`config.mk`:
```
export PLATFORM = sky130hd
export DESIGN_NAME = spq_cell
export DESIGN_NICKNAME = d
export VERILOG_FILES = /design/src/rtl/sorted_priority_queue_core_assert.svh /design/src/rtl/spq_pkg.sv /design/src/rtl/spq_cell.sv
export SDC_FILE = /design/constraint.sdc
export NUM_CORES = 1
export LEC_CHECK = 0
export BUFFER_PORTS_ARGS = -buffer_cell sky130_fd_sc_hd__buf_2
export CORE_AREA = 2 2 129 131
export CTS_BUF_LIST = sky130_fd_sc_hd__clkbuf_16
export CTS_CLUSTER_DIAMETER = 100
export DETAILED_ROUTE_END_ITERATION = 7
export DIE_AREA = 0 0 131 133
export GPL_TIMING_DRIVEN = 0
export PLACE_DENSITY = 0.74
export SLEW_MARGIN = 25
export SYNTH_ARGS = -nofsm -noshare
export SYNTH_HDL_FRONTEND = slang
export SYNTH_SLANG_ARGS = --single-unit
```
`constraint.sdc`:
```
create_clock -name clk_i -period 2.4 [get_ports clk_i]
set_input_delay 0.24 -clock clk_i [delete_from_list [all_inputs] [get_ports clk_i]]
set_output_delay 0.24 -clock clk_i [all_outputs]
set_load 0.1 [all_outputs]
```
`src/rtl/sorted_priority_queue_core_assert.svh`:
```
// ----------------------------------------------------------------------------
// Sorted priority queue assertion macros
// Clocked, reset-gated property wrappers shared by the queue RTL.
// ----------------------------------------------------------------------------
`ifndef SORTED_PRIORITY_QUEUE_CORE_ASSERT_SVH
`define SORTED_PRIORITY_QUEUE_CORE_ASSERT_SVH

// Check a property on every clock edge outside reset.
`define SPQ_ASSERT(label, prop, msg) \
  label: assert property (@(posedge clk_i) disable iff (!rst_ni) (prop)) else $error(msg);

// Check that a condition in one cycle implies another in the next.
`define SPQ_ASSERT_NEXT(label, pre, post, msg) \
  label: assert property (@(posedge clk_i) disable iff (!rst_ni) (pre) |=> (post)) \
    else $error(msg);

`endif

```
`src/rtl/spq_pkg.sv`:
```
// ----------------------------------------------------------------------------
// Sorted priority queue package
// Shared types, codes and sizes for the queue cells and top level.
// ----------------------------------------------------------------------------
package spq_pkg;

  localparam int unsigned DEFAULT_CAPACITY = 64;
  localparam int unsigned DATA_W           = 32;
  localparam int unsigned ENTRY_COUNT_W    = 7;

  typedef enum logic [1:0] {
    REQ_INSERT = 2'd0,
    REQ_REMOVE = 2'd1,
    REQ_CHANGE = 2'd2
  } req_type_e;

  typedef enum logic [1:0] {
    STATUS_DONE    = 2'd0,
    STATUS_FULL    = 2'd1,
    STATUS_EMPTY   = 2'd2,
    STATUS_MISSING = 2'd3
  } status_e;

  typedef enum logic [1:0] {
    CELL_HOLD   = 2'd0,
    CELL_INSERT = 2'd1,
    CELL_SHIFT  = 2'd2
  } cell_op_e;

  typedef enum logic {
    ST_IDLE     = 1'b0,
    ST_REINSERT = 1'b1
  } spq_state_e;

  typedef struct packed {
    logic signed [DATA_W-1:0] value;
    logic signed [DATA_W-1:0] prio;
  } entry_t;

  typedef struct packed {
    cell_op_e op;
    entry_t   item;
  } cell_ctrl_t;

endpackage

```
`src/rtl/spq_cell.sv`:
```
// ----------------------------------------------------------------------------
// Sorted priority queue cell
// One slot of the sorted chain: compares against the broadcast item and
// takes its own, its left neighbor's, its right neighbor's or the new entry.
// ----------------------------------------------------------------------------
module spq_cell (
  input  logic               clk_i,
  input  spq_pkg::cell_ctrl_t ctrl_i,
  input  logic               occ_i,
  input  logic               shift_i,
  input  spq_pkg::entry_t    left_i,
  input  logic               left_ge_i,
  input  spq_pkg::entry_t    right_i,
  output spq_pkg::entry_t    entry_o,
  output spq_pkg::entry_t    next_o,
  output logic               ge_o,
  output logic               match_o
);
  import spq_pkg::*;

  entry_t entry_q, entry_d;
  logic   ge;

  assign ge      = occ_i && !($signed(entry_q.prio) < $signed(ctrl_i.item.prio));
  assign ge_o    = ge;
  assign match_o = occ_i && (entry_q.value == ctrl_i.item.value);
  assign entry_o = entry_q;
  assign next_o  = entry_d;

  always_comb begin
    entry_d = entry_q;
    case (ctrl_i.op)
      CELL_INSERT: begin
        if (!ge) begin
          entry_d = left_ge_i ? ctrl_i.item : left_i;
        end
      end
      CELL_SHIFT: begin
        if (shift_i) begin
          entry_d = right_i;
        end
      end
      default: begin
        entry_d = entry_q;
      end
    endcase
  end

  always_ff @(posedge clk_i) begin
    entry_q <= entry_d;
  end

endmodule

```
==> run metrics, run 1 <==
status=finished, violations left; failing checks=negative setup slack; most common cell after layout, fill and taps aside=buf_2; worst hold slack=slightly above 0.3 ns; clock root buffer=clkbuf_16; P_leak=roughly 0.0044 uW; Clock Pin Slew Worst Setup and Hold Paths=roughly 0.060 ns; post-synthesis compound-gate area fraction=0.2243; Via-to-Cell Ratio=around 5.2; CTS hold repair buffers=0; Total Routing Usage GR=0.2517; met3 Track Usage GR=0.04488; Die ar.=about 17000 sq um; GR Layer Usage met2=0.4384; Yosys cell types=40; DR vias=6150; Iter 0 DRT Violations=about 280; power share of the clock group=0.116; Sink Count=64; Syn Nets=approximately 830; global routing's busiest layer=met2; CTS Buf Count=9; DIE HEIGHT=133 um; most frequent cells in the layout=buf_2, nor2b_1, a21oi_1, buf_12, mux2_2; total power=~11000 uW; sequential cell fraction of total power=0.161; Layout fillers=about 1300; Int Pwr=around 4700 uW; synthesized flop and latch total=64; GPL Wtd Cong=just under 0.9; final worst slack=-0.9291 ns; VDD IR-drop max=approximately 0.00076 V; CP endpoint kind=primary output; WL per Instance=between 15 and 20 um; Max Freq=around 0.30 GHz; final wirelength=roughly 24000 um; Max Cap Viol=0; layout cells sized above 1=0.6029; Final Slew Violations=0; Yosys warning total=0; first-pass GRT wire length=~34000 um; minimum clock period after layout=3.329 ns; Synth Area in Adders=0.07809; Syn-to-layout area delta=91.01%; final hold violations=0; Post-Synthesis Cells=roughly 600; Hold Path Class=primary input to flip-flop; IO Count=~330; # setup viols final=about 130; RSZ-0062 raised after global routing=yes; Final Net Count=1193; CTS HTree Levels=3; GR Util met1=0.3065; Power Dens Cells=between 1000 and 1500 nW/um^2; die width=~130 um; Final ANT Viol Nets=0; Net Sw Frac=0.5668; worst-path maximum fanout=10; Largest register FFs=64; Simple-Gate Fraction of Synth Area=0.2011; port bufs=roughly 330; Critical Path RT=around 2.2 ns; area of the multi-input gates=about 4700 sq um; combinational family with the most area after synthesis=compound AO/OA/AOI/OAI gates; Crit Path Class=flip-flop to primary output; Starting Density=0.3270; Fin Clk Skew=between 0.008 and 0.009 ns; slew at the pin with the worst max-slew slack=just over 0.7 ns; initial antenna violation count=1; final clock period utilization by the worst path=1.387; Logic pwr share=0.723; synthesized area=about 5300 sq um; Psw=a little over 6000 uW; pin count of the biggest net entering global routing=11; FF+latch area=1398 sq um; number of global-route vias before repair=6267; proportion of synthesized area in mux cells=0.1363; DR pass1 iterations=5; Syn Area/Cell=between 8 and 9 sq um; row cnt=47; sequential element share of the synthesized area=0.2423; CTS tree=done; later-pin clock latency in the skew report=between 0.3 and 0.4 ns; Detailed Place HPWL=about 17000 um; xor/xnor share of the synthesized area=0.05466; max_slew headroom=0.5270; worst path arrival time=about 3.1 ns; Clock Path Buffers=2; Residual DRC=0; gr ovfl total=0; Worst setup SP type=flip-flop; CORE AREA=~16000 sq um
==> area by class of cell <==
cell class / count / area share
Tap cell: 220 / 0.02725
Inverter: 34 / 0.01264
Clock inverter: 6 / 0.002478
Sequential cell: 64 / 0.1384
Timing Repair Buffer: 353 / 0.2909
Multi-Input combinational cell: 460 / 0.4672
Buffer: 40 / 0.03617
Clock buffer: 10 / 0.02478
Antenna cell: 1 / 0.0002478
==> worst paths after layout <==
| path | start | endpoint | slack [ns] | cells past startpoint |
|---|---|---|---|---|
| worst min-delay path | left_i[52] | entry_o[52] | 0.30 | 3 |
| worst min register to register | entry_o[21] | entry_o[21] | 0.55 | 1 |
| worst max-delay path | entry_o[28] | next_o[36] | -0.93 | 11 |
| worst max register to register | entry_o[28] | entry_o[3] | -0.30 | 10 |
==> cell usage after synthesis (all sizes together) <==
master,count,area (sq um)
nor2b,127,794.5
a21oi,78,390.4
a221o,64,640.6
dfxtp,64,1281
mux2,64,720.7
inv,34,127.6
clkbuf,33,123.9
ha,33,412.9
xnor2,28,245.2
nand2,14,55.06
nand4,9,71.32
buf,8,82.58
o21ai,6,30.03
nor2,5,21.27
nor4,5,52.55
xor2,5,43.79
nand3,2,10.01
nand3b,2,15.01
o211ai,2,20.02
a211oi,1,7.510
a221oi,1,15.01
a2bb2oi,1,15.01
a31oi,1,21.27
and2,1,6.260
and3,1,6.260
and4,1,8.760
nand2b,1,6.260
nor3b,1,7.510
o22ai,1,6.260
o311ai,1,8.760
o31ai,1,21.27
o32a,1,10.01
or3b,1,8.760
==> logic make-up after synthesis <==
group,count (synthesis)
compound gates,158
simple gates,170
flops,64
buf+inv,75
fa+ha+maj,33
mux,64
xor+xnor,33
==> metal layers <==
| layer | vias up | share of wire | routed length (um) |
|---|---|---|---|
| met5 | - | 0 | 0 |
| met4 | 0 | 0.024 | 564 |
| met3 | 36 | 0.057 | 1347 |
| met2 | 247 | 0.51 | 11970 |
| met1 | 2948 | 0.41 | 9758 |
| li1 | 2919 | - | - |
==> worst max-delay path: stages, from the launching register on <==
cell     delay [ns]
dfxtp_4        0.36
ha_4           0.27
nand4_4        0.13
nor4_4         0.40
nand2_2        0.15
a31oi_4        0.21
o32a_1         0.22
o31ai_4        0.11
buf_12         0.17
buf_12         0.15
a221o_2        0.38
buf_12         0.18
==> what timing repair did <==
| action | CTS | global route |
|---|---|---|
| setup endpoints to repair | 130 | 130 |
| buffers inserted | 16 | 3 |
| gates cloned | 2 | 8 |
| gates resized for setup | 232 | 80 |
| pin swaps | 26 | 30 |
==> through the flow <==
stage / cell area [sq um] / setup TNS (ns) / std cells / setup WS, ns / utilization
final: 10100 / -75.82 / 1188 / -0.9291 / 0.6245
after global routing: 10100 / -88.91 / 1188 / -1.038 / 0.6245
after CTS: 9560 / -70.44 / 1176 / -0.9040 / 0.5912
after detailed placement: 8228 / -114.55 / 1143 / -1.222 / 0.5088
after global placement: 8228 / -109.90 / 1143 / -1.183 / 0.5088
after floorplan: 6321 / -56.28 / 597 / -0.6678 / -
==> power by group through the flow <==
stage	logic (uW)	registers, uW	clock network, uW
after floorplan	3680	3610	0
after global placement	6520	1750	0
after detailed placement	6560	1760	0
after CTS	7450	1750	1300
after global routing	8150	1800	1360
final	7910	1760	1270
No activity file was read; power rests on OpenSTA's default activity.
==> inputs of run 2 (changes only) <==
--- a/config.mk
+++ b/config.mk
@@ -7,7 +7,6 @@
 export LEC_CHECK = 0
 export BUFFER_PORTS_ARGS = -buffer_cell sky130_fd_sc_hd__buf_2
 export CORE_AREA = 2 2 129 131
-export CTS_BUF_LIST = sky130_fd_sc_hd__clkbuf_16
 export CTS_CLUSTER_DIAMETER = 100
 export DETAILED_ROUTE_END_ITERATION = 7
 export DIE_AREA = 0 0 131 133
==> run 2 against run 1 <==
  * The flow still finishes with violations (negative setup slack)
  * Combinational power about the same
  * Register-to-register slack about the same
  * Worst setup slack worse by 0.0011 ns
  * Count of clock-buffer cells in the layout increased by 4
  * Die area unchanged
  * Via count fell by 0.26%
  * Wire length about the same
  * Cell area is 0.20% higher
  * Total power rose by 0.66%
==> run metrics, run 2 (synthesis gave the netlist of run 1 again) <==
status=finished, violations left; failing checks=negative setup slack; Sink Count=64; final worst slack=-0.9302 ns; slew at the pin with the worst max-slew slack=0.7040 ns; final hold violations=0; DIE HEIGHT=133 um; port bufs=326; CORE AREA=approximately 16000 sq um; RSZ-0062 raised after global routing=yes; Syn-to-layout area delta=91.39%; Max Freq=between 0.3 and 0.4 GHz; CTS tree=done; Total Routing Usage GR=0.2518; pin count of the biggest net entering global routing=11; CTS HTree Levels=3; Clock Path Buffers=2; DR pass1 iterations=4; later-pin clock latency in the skew report=around 0.34 ns; VDD IR-drop max=0.0007623 V; WL per Instance=~20 um; clock root buffer=clkbuf_16; worst-path maximum fanout=10; final wirelength=23630 um; P_leak=approximately 0.0044 uW; layout cells sized above 1=0.6039; most common cell after layout, fill and taps aside=buf_2; Fin Clk Skew=around 0.009 ns; CP endpoint kind=primary output; Via-to-Cell Ratio=approximately 5.2; max_slew headroom=0.5307; die width=approximately 130 um; final clock period utilization by the worst path=1.388; first-pass GRT wire length=33780 um; Clock Pin Slew Worst Setup and Hold Paths=around 0.06 ns; gr ovfl total=0; Starting Density=0.3270; most frequent cells in the layout=buf_2, nor2b_1, a21oi_1, buf_12, mux2_2; Layout fillers=1285; Final ANT Viol Nets=0; row cnt=47; GPL Wtd Cong=0.8838; IO Count=roughly 330; Largest register FFs=64; total power=roughly 11000 uW; # setup viols final=129; Detailed Place HPWL=between 15000 and 20000 um; initial antenna violation count=1; Worst setup SP type=flip-flop; Crit Path Class=flip-flop to primary output; worst path arrival time=between 3 and 4 ns; minimum clock period after layout=approximately 3.3 ns; number of global-route vias before repair=about 6300; Die ar.=roughly 17000 sq um; DR vias=between 6000 and 7000; Final Net Count=between 1000 and 1500; R2R Setup Slk=-0.29 ns; Hold Path Class=primary input to flip-flop; Power Dens Cells=between 1000 and 1500 nW/um^2; Residual DRC=0; Iter 0 DRT Violations=273; Max Cap Viol=0; CTS Buf Count=9; Core Util, Final=0.6258; Critical Path RT=between 2 and 2.5 ns; Final Slew Violations=0
-- run 2: cell count changes in the layout (fill, tap and decap cells not counted) --
cell / change
clkinv_1: -1
clkbuf_8: +2
inv_2: -1
clkbuf_1: +2
inv_1: -2
-- run 2: path summary, 6_finish.rpt --
path | end | start | cells after the start
worst max-delay path | next_o[39] | entry_o[28] | 11
worst max register to register | entry_o[3] | entry_o[28] | 10
worst min-delay path | entry_o[52] | left_i[52] | 3
worst min register to register | entry_o[21] | entry_o[21] | 1
-- run 2: through the flow --
stage                     cell area [sq um]  setup TNS [ns]  hold WS, ns  worst slack, ns  std cells
after floorplan                        6321          -56.28       0.6701          -0.6678        597
after global placement                 8228         -109.90       0.5119           -1.183       1143
after detailed placement               8228         -114.55       0.5161           -1.222       1143
after global routing                  10120          -88.88       0.3027           -1.037       1188
after CTS                              9580          -70.35       0.2663          -0.9030       1176
final                                 10120          -75.77       0.3050          -0.9302       1188
-- run 2: worst max-delay path, stage by stage, from the launching register on --
cell and delay (ns):
dfxtp_4 0.36, ha_4 0.27, nand4_4 0.13, nor4_4 0.40, nand2_2 0.15, a31oi_4 0.21
o32a_1 0.22, o31ai_4 0.11, buf_12 0.17, buf_12 0.15, a221o_4 0.39, buf_12 0.18
-- run 2: area by class of cell --
cell class / count / area (sq um) / area share
well taps: 220 / 275.3 / 0.02720
clock inverters: 2 / 10.01 / 0.0009891
plain buffers: 40 / 365.4 / 0.03610
flip-flops and latches: 64 / 1398 / 0.1381
repair buffers: 353 / 2938 / 0.2903
inverters: 34 / 127.6 / 0.01261
clock buffers: 14 / 285.3 / 0.02819
diodes: 1 / 2.502 / 0.0002473
multi-input cells: 460 / 4718 / 0.4662
-- run 2: repair_timing --
item	4_1_cts	5_1_grt
cloned	2	8
hold buffers	0	0
gates resized for setup	232	80
pin swaps	26	30
setup buffers	16	3
endpoints found under the setup margin	130	130
-- run 2: where the power goes --
part	leakage (uW)	switching [uW]	total [uW]	internal, uW
clock network	0.000148	527	1340	817
logic	0.00372	5310	7910	2600
registers	0.000551	365	1760	1400
total	0.00442	6200	11000	4810
-- run 2: layer usage --
layer / vias to the layer above / GRT usage / part of all wire
met3: 41 / 0.04488 / 0.055
met5: - / 0 / 0
li1: 2916 / - / -
met1: 2946 / 0.3070 / 0.41
met4: 0 / 0.09161 / 0.026
met2: 231 / 0.4381 / 0.51
==> inputs of run 3 (changes only) <==
--- a/config.mk
+++ b/config.mk
@@ -12,7 +12,7 @@
 export DIE_AREA = 0 0 131 133
 export GPL_TIMING_DRIVEN = 0
 export PLACE_DENSITY = 0.74
-export SLEW_MARGIN = 25
+export SETUP_SLACK_MARGIN = 0.3
 export SYNTH_ARGS = -nofsm -noshare
 export SYNTH_HDL_FRONTEND = slang
 export SYNTH_SLANG_ARGS = --single-unit
==> run 3 against run 2 <==
  * The flow still finishes with violations (negative setup slack)
  * Cell count decreased by 0.76%
  * Via count decreased by 0.51%
  * Fmax rose by 0.94%
  * Die area unchanged
  * Worst setup slack better by 0.031 ns
  * Non-clock buffer count down 8
  * Clock power about the same
  * Clock skew is 0.0019 ns lower
  * Total power decreased by 2.6%
  * Sequential power hardly changed
  * Core utilization is 1.9 points lower
  * Critical path type unchanged
  * Critical endpoint unchanged
  * Highest routed layer is now met5
==> run metrics, run 3 (synthesis gave the netlist of run 1 again) <==
later-pin clock latency in the skew report=approximately 0.34 ns; FF+latch area=1415 sq um; TNS Setup=-70.11 ns; design area=9804 sq um; Residual DRC=0; initial antenna violation count=2; met2 wire length=11260 um; Post-DP Area=around 8000 sq um; final worst slack=-0.8993 ns; most frequent cells in the layout=buf_2, nor2b_1, a21oi_1, mux2_2, a221o_4; CTS HTree Levels=3; Clock Pin Slew Worst Setup and Hold Paths=about 0.060 ns; status=finished, violations left; hold path startpoint=left_i[61]; Clock Path Buffers=2; die width=around 130 um; Final Net Count=1184; gr ovfl total=0; Worst Hold Depth=3; slew at the pin with the worst max-slew slack=0.6936 ns; Fin Clk Skew=~0.007 ns; wire length on met1=between 9000 and 10000 um; Critical Path RT=between 2 and 2.5 ns; RSZ-0062 raised after global routing=yes; final wirelength=22530 um; final clock period utilization by the worst path=1.375; Total Routing Usage GR=0.2520; uppermost layer routed=met5; Worst setup SP type=flip-flop; number of global-route vias before repair=6355; CP endpoint kind=primary output; Place WS=-1.222 ns; VDD IR-drop max=roughly 0.0007 V; Max Freq=0.3031 GHz; CTS Buf Count=9; CORE AREA=16170 sq um; Power Dens Cells=between 1000 and 1500 nW/um^2; Via-to-Cell Ratio=~5.2; Die ar.=around 17000 sq um; Starting Density=0.3270; Final ANT Viol Nets=0; GPL Wtd Cong=0.8838; total power=roughly 11000 uW; R2R Setup Slk=-0.26 ns; Largest register FFs=64; Crit Path Class=flip-flop to primary output; minimum clock period after layout=3.299 ns; Min-Delay Endpoint=entry_o[61]; worst path arrival time=3.06 ns; failing checks=negative setup slack; final hold violations=0; RR Endpoint=entry_o[39]; WL per Instance=approximately 19 um; CTS tree=done; Detailed Place HPWL=16820 um; Max Cap Viol=0; first-pass GRT wire length=between 30000 and 40000 um; DR pass1 iterations=4; met3 WL=roughly 1400 um; area of the multi-input gates=about 4700 sq um; clock root buffer=clkbuf_16; P_leak=about 0.0043 uW; Iter 0 DRT Violations=~220; Syn-to-layout area delta=85.42%; worst-path maximum fanout=10; Sink Count=64; most common cell after layout, fill and taps aside=buf_2; Layout fillers=~1300; pin count of the biggest net entering global routing=11; port bufs=326; DR vias=6103; DIE HEIGHT=between 100 and 150 um; Final Slew Violations=0; RR Startpoint=entry_o[7]; Hold Path Class=primary input to flip-flop; # setup viols final=129; IO Count=approximately 330; row cnt=between 40 and 50; layout cells sized above 1=0.6127; Register-to-Register Path Depth=10; max_slew headroom=0.5376
[run 3: changes by cell type in the layout (fill, tap and decap cells not counted), sizes merged]
| cell | delta |
|---|---|
| buf | -8 |
| nand2 | -1 |
[run 3: where the power goes]
part	total (uW)	internal, uW	switching [uW]
combinational	7620	2380	5240
clock	1340	817	523
sequential	1770	1410	365
total	10700	4600	6130
[run 3: how the worst max path moves through the flow]
stage / from / endpoint
after detailed placement: ctrl_i[25] / next_o[62]
after global routing: entry_o[1] / next_o[39]
final: entry_o[7] / next_o[39]
after CTS: entry_o[31] / next_o[45]
after global placement: ctrl_i[25] / next_o[36]
after floorplan: entry_o[59] / match_o
[run 3: worst max-delay path, cell delays in order (launching register included)]
cell	delay, ns
dfxtp_4	0.35
ha_1	0.29
a21oi_1	0.14
o21ai_0	0.18
a21oi_2	0.22
a31oi_4	0.12
buf_4	0.16
a2bb2oi_4	0.20
nand2_4	0.16
clkbuf_16	0.21
a221o_4	0.46
buf_8	0.19
[run 3: area by class of cell]
cell class / count / share of cell area
Antenna cell: 1 / 0.0002552
Clock buffer: 14 / 0.02910
Timing Repair Buffer: 344 / 0.2633
Sequential cell: 64 / 0.1443
Multi-Input combinational cell: 459 / 0.4834
Buffer: 41 / 0.03752
Inverter: 34 / 0.01302
Tap cell: 220 / 0.02808
Clock inverter: 2 / 0.001021
[run 3: routing by layer]
| metal | track usage | vias up |
|---|---|---|
| met1 | 0.3105 | 2912 |
| met2 | 0.4315 | 246 |
| li1 | - | 2898 |
| met4 | 0.09456 | 2 |
| met3 | 0.04731 | 45 |
| met5 | 0 | - |
[run 3: repair_timing]
action	in CTS	in global routing
hold buffers	0	0
endpoints found under the setup margin	130	130
gates resized for setup	259	15
pin swaps	30	14
buffers inserted	15	1
endpoints found under the hold margin	0	0
gates cloned	2	1
[run 3: metrics by stage]
stage          utilization  hold slack [ns]  cells
2_1_floorplan            -           0.6701    597
3_3_place_gp        0.5088           0.5119   1143
3_5_place_dp        0.5088           0.5161   1143
4_1_cts             0.5998           0.2815   1176
5_1_grt             0.6063           0.2879   1179
6_report            0.6063           0.2952   1179
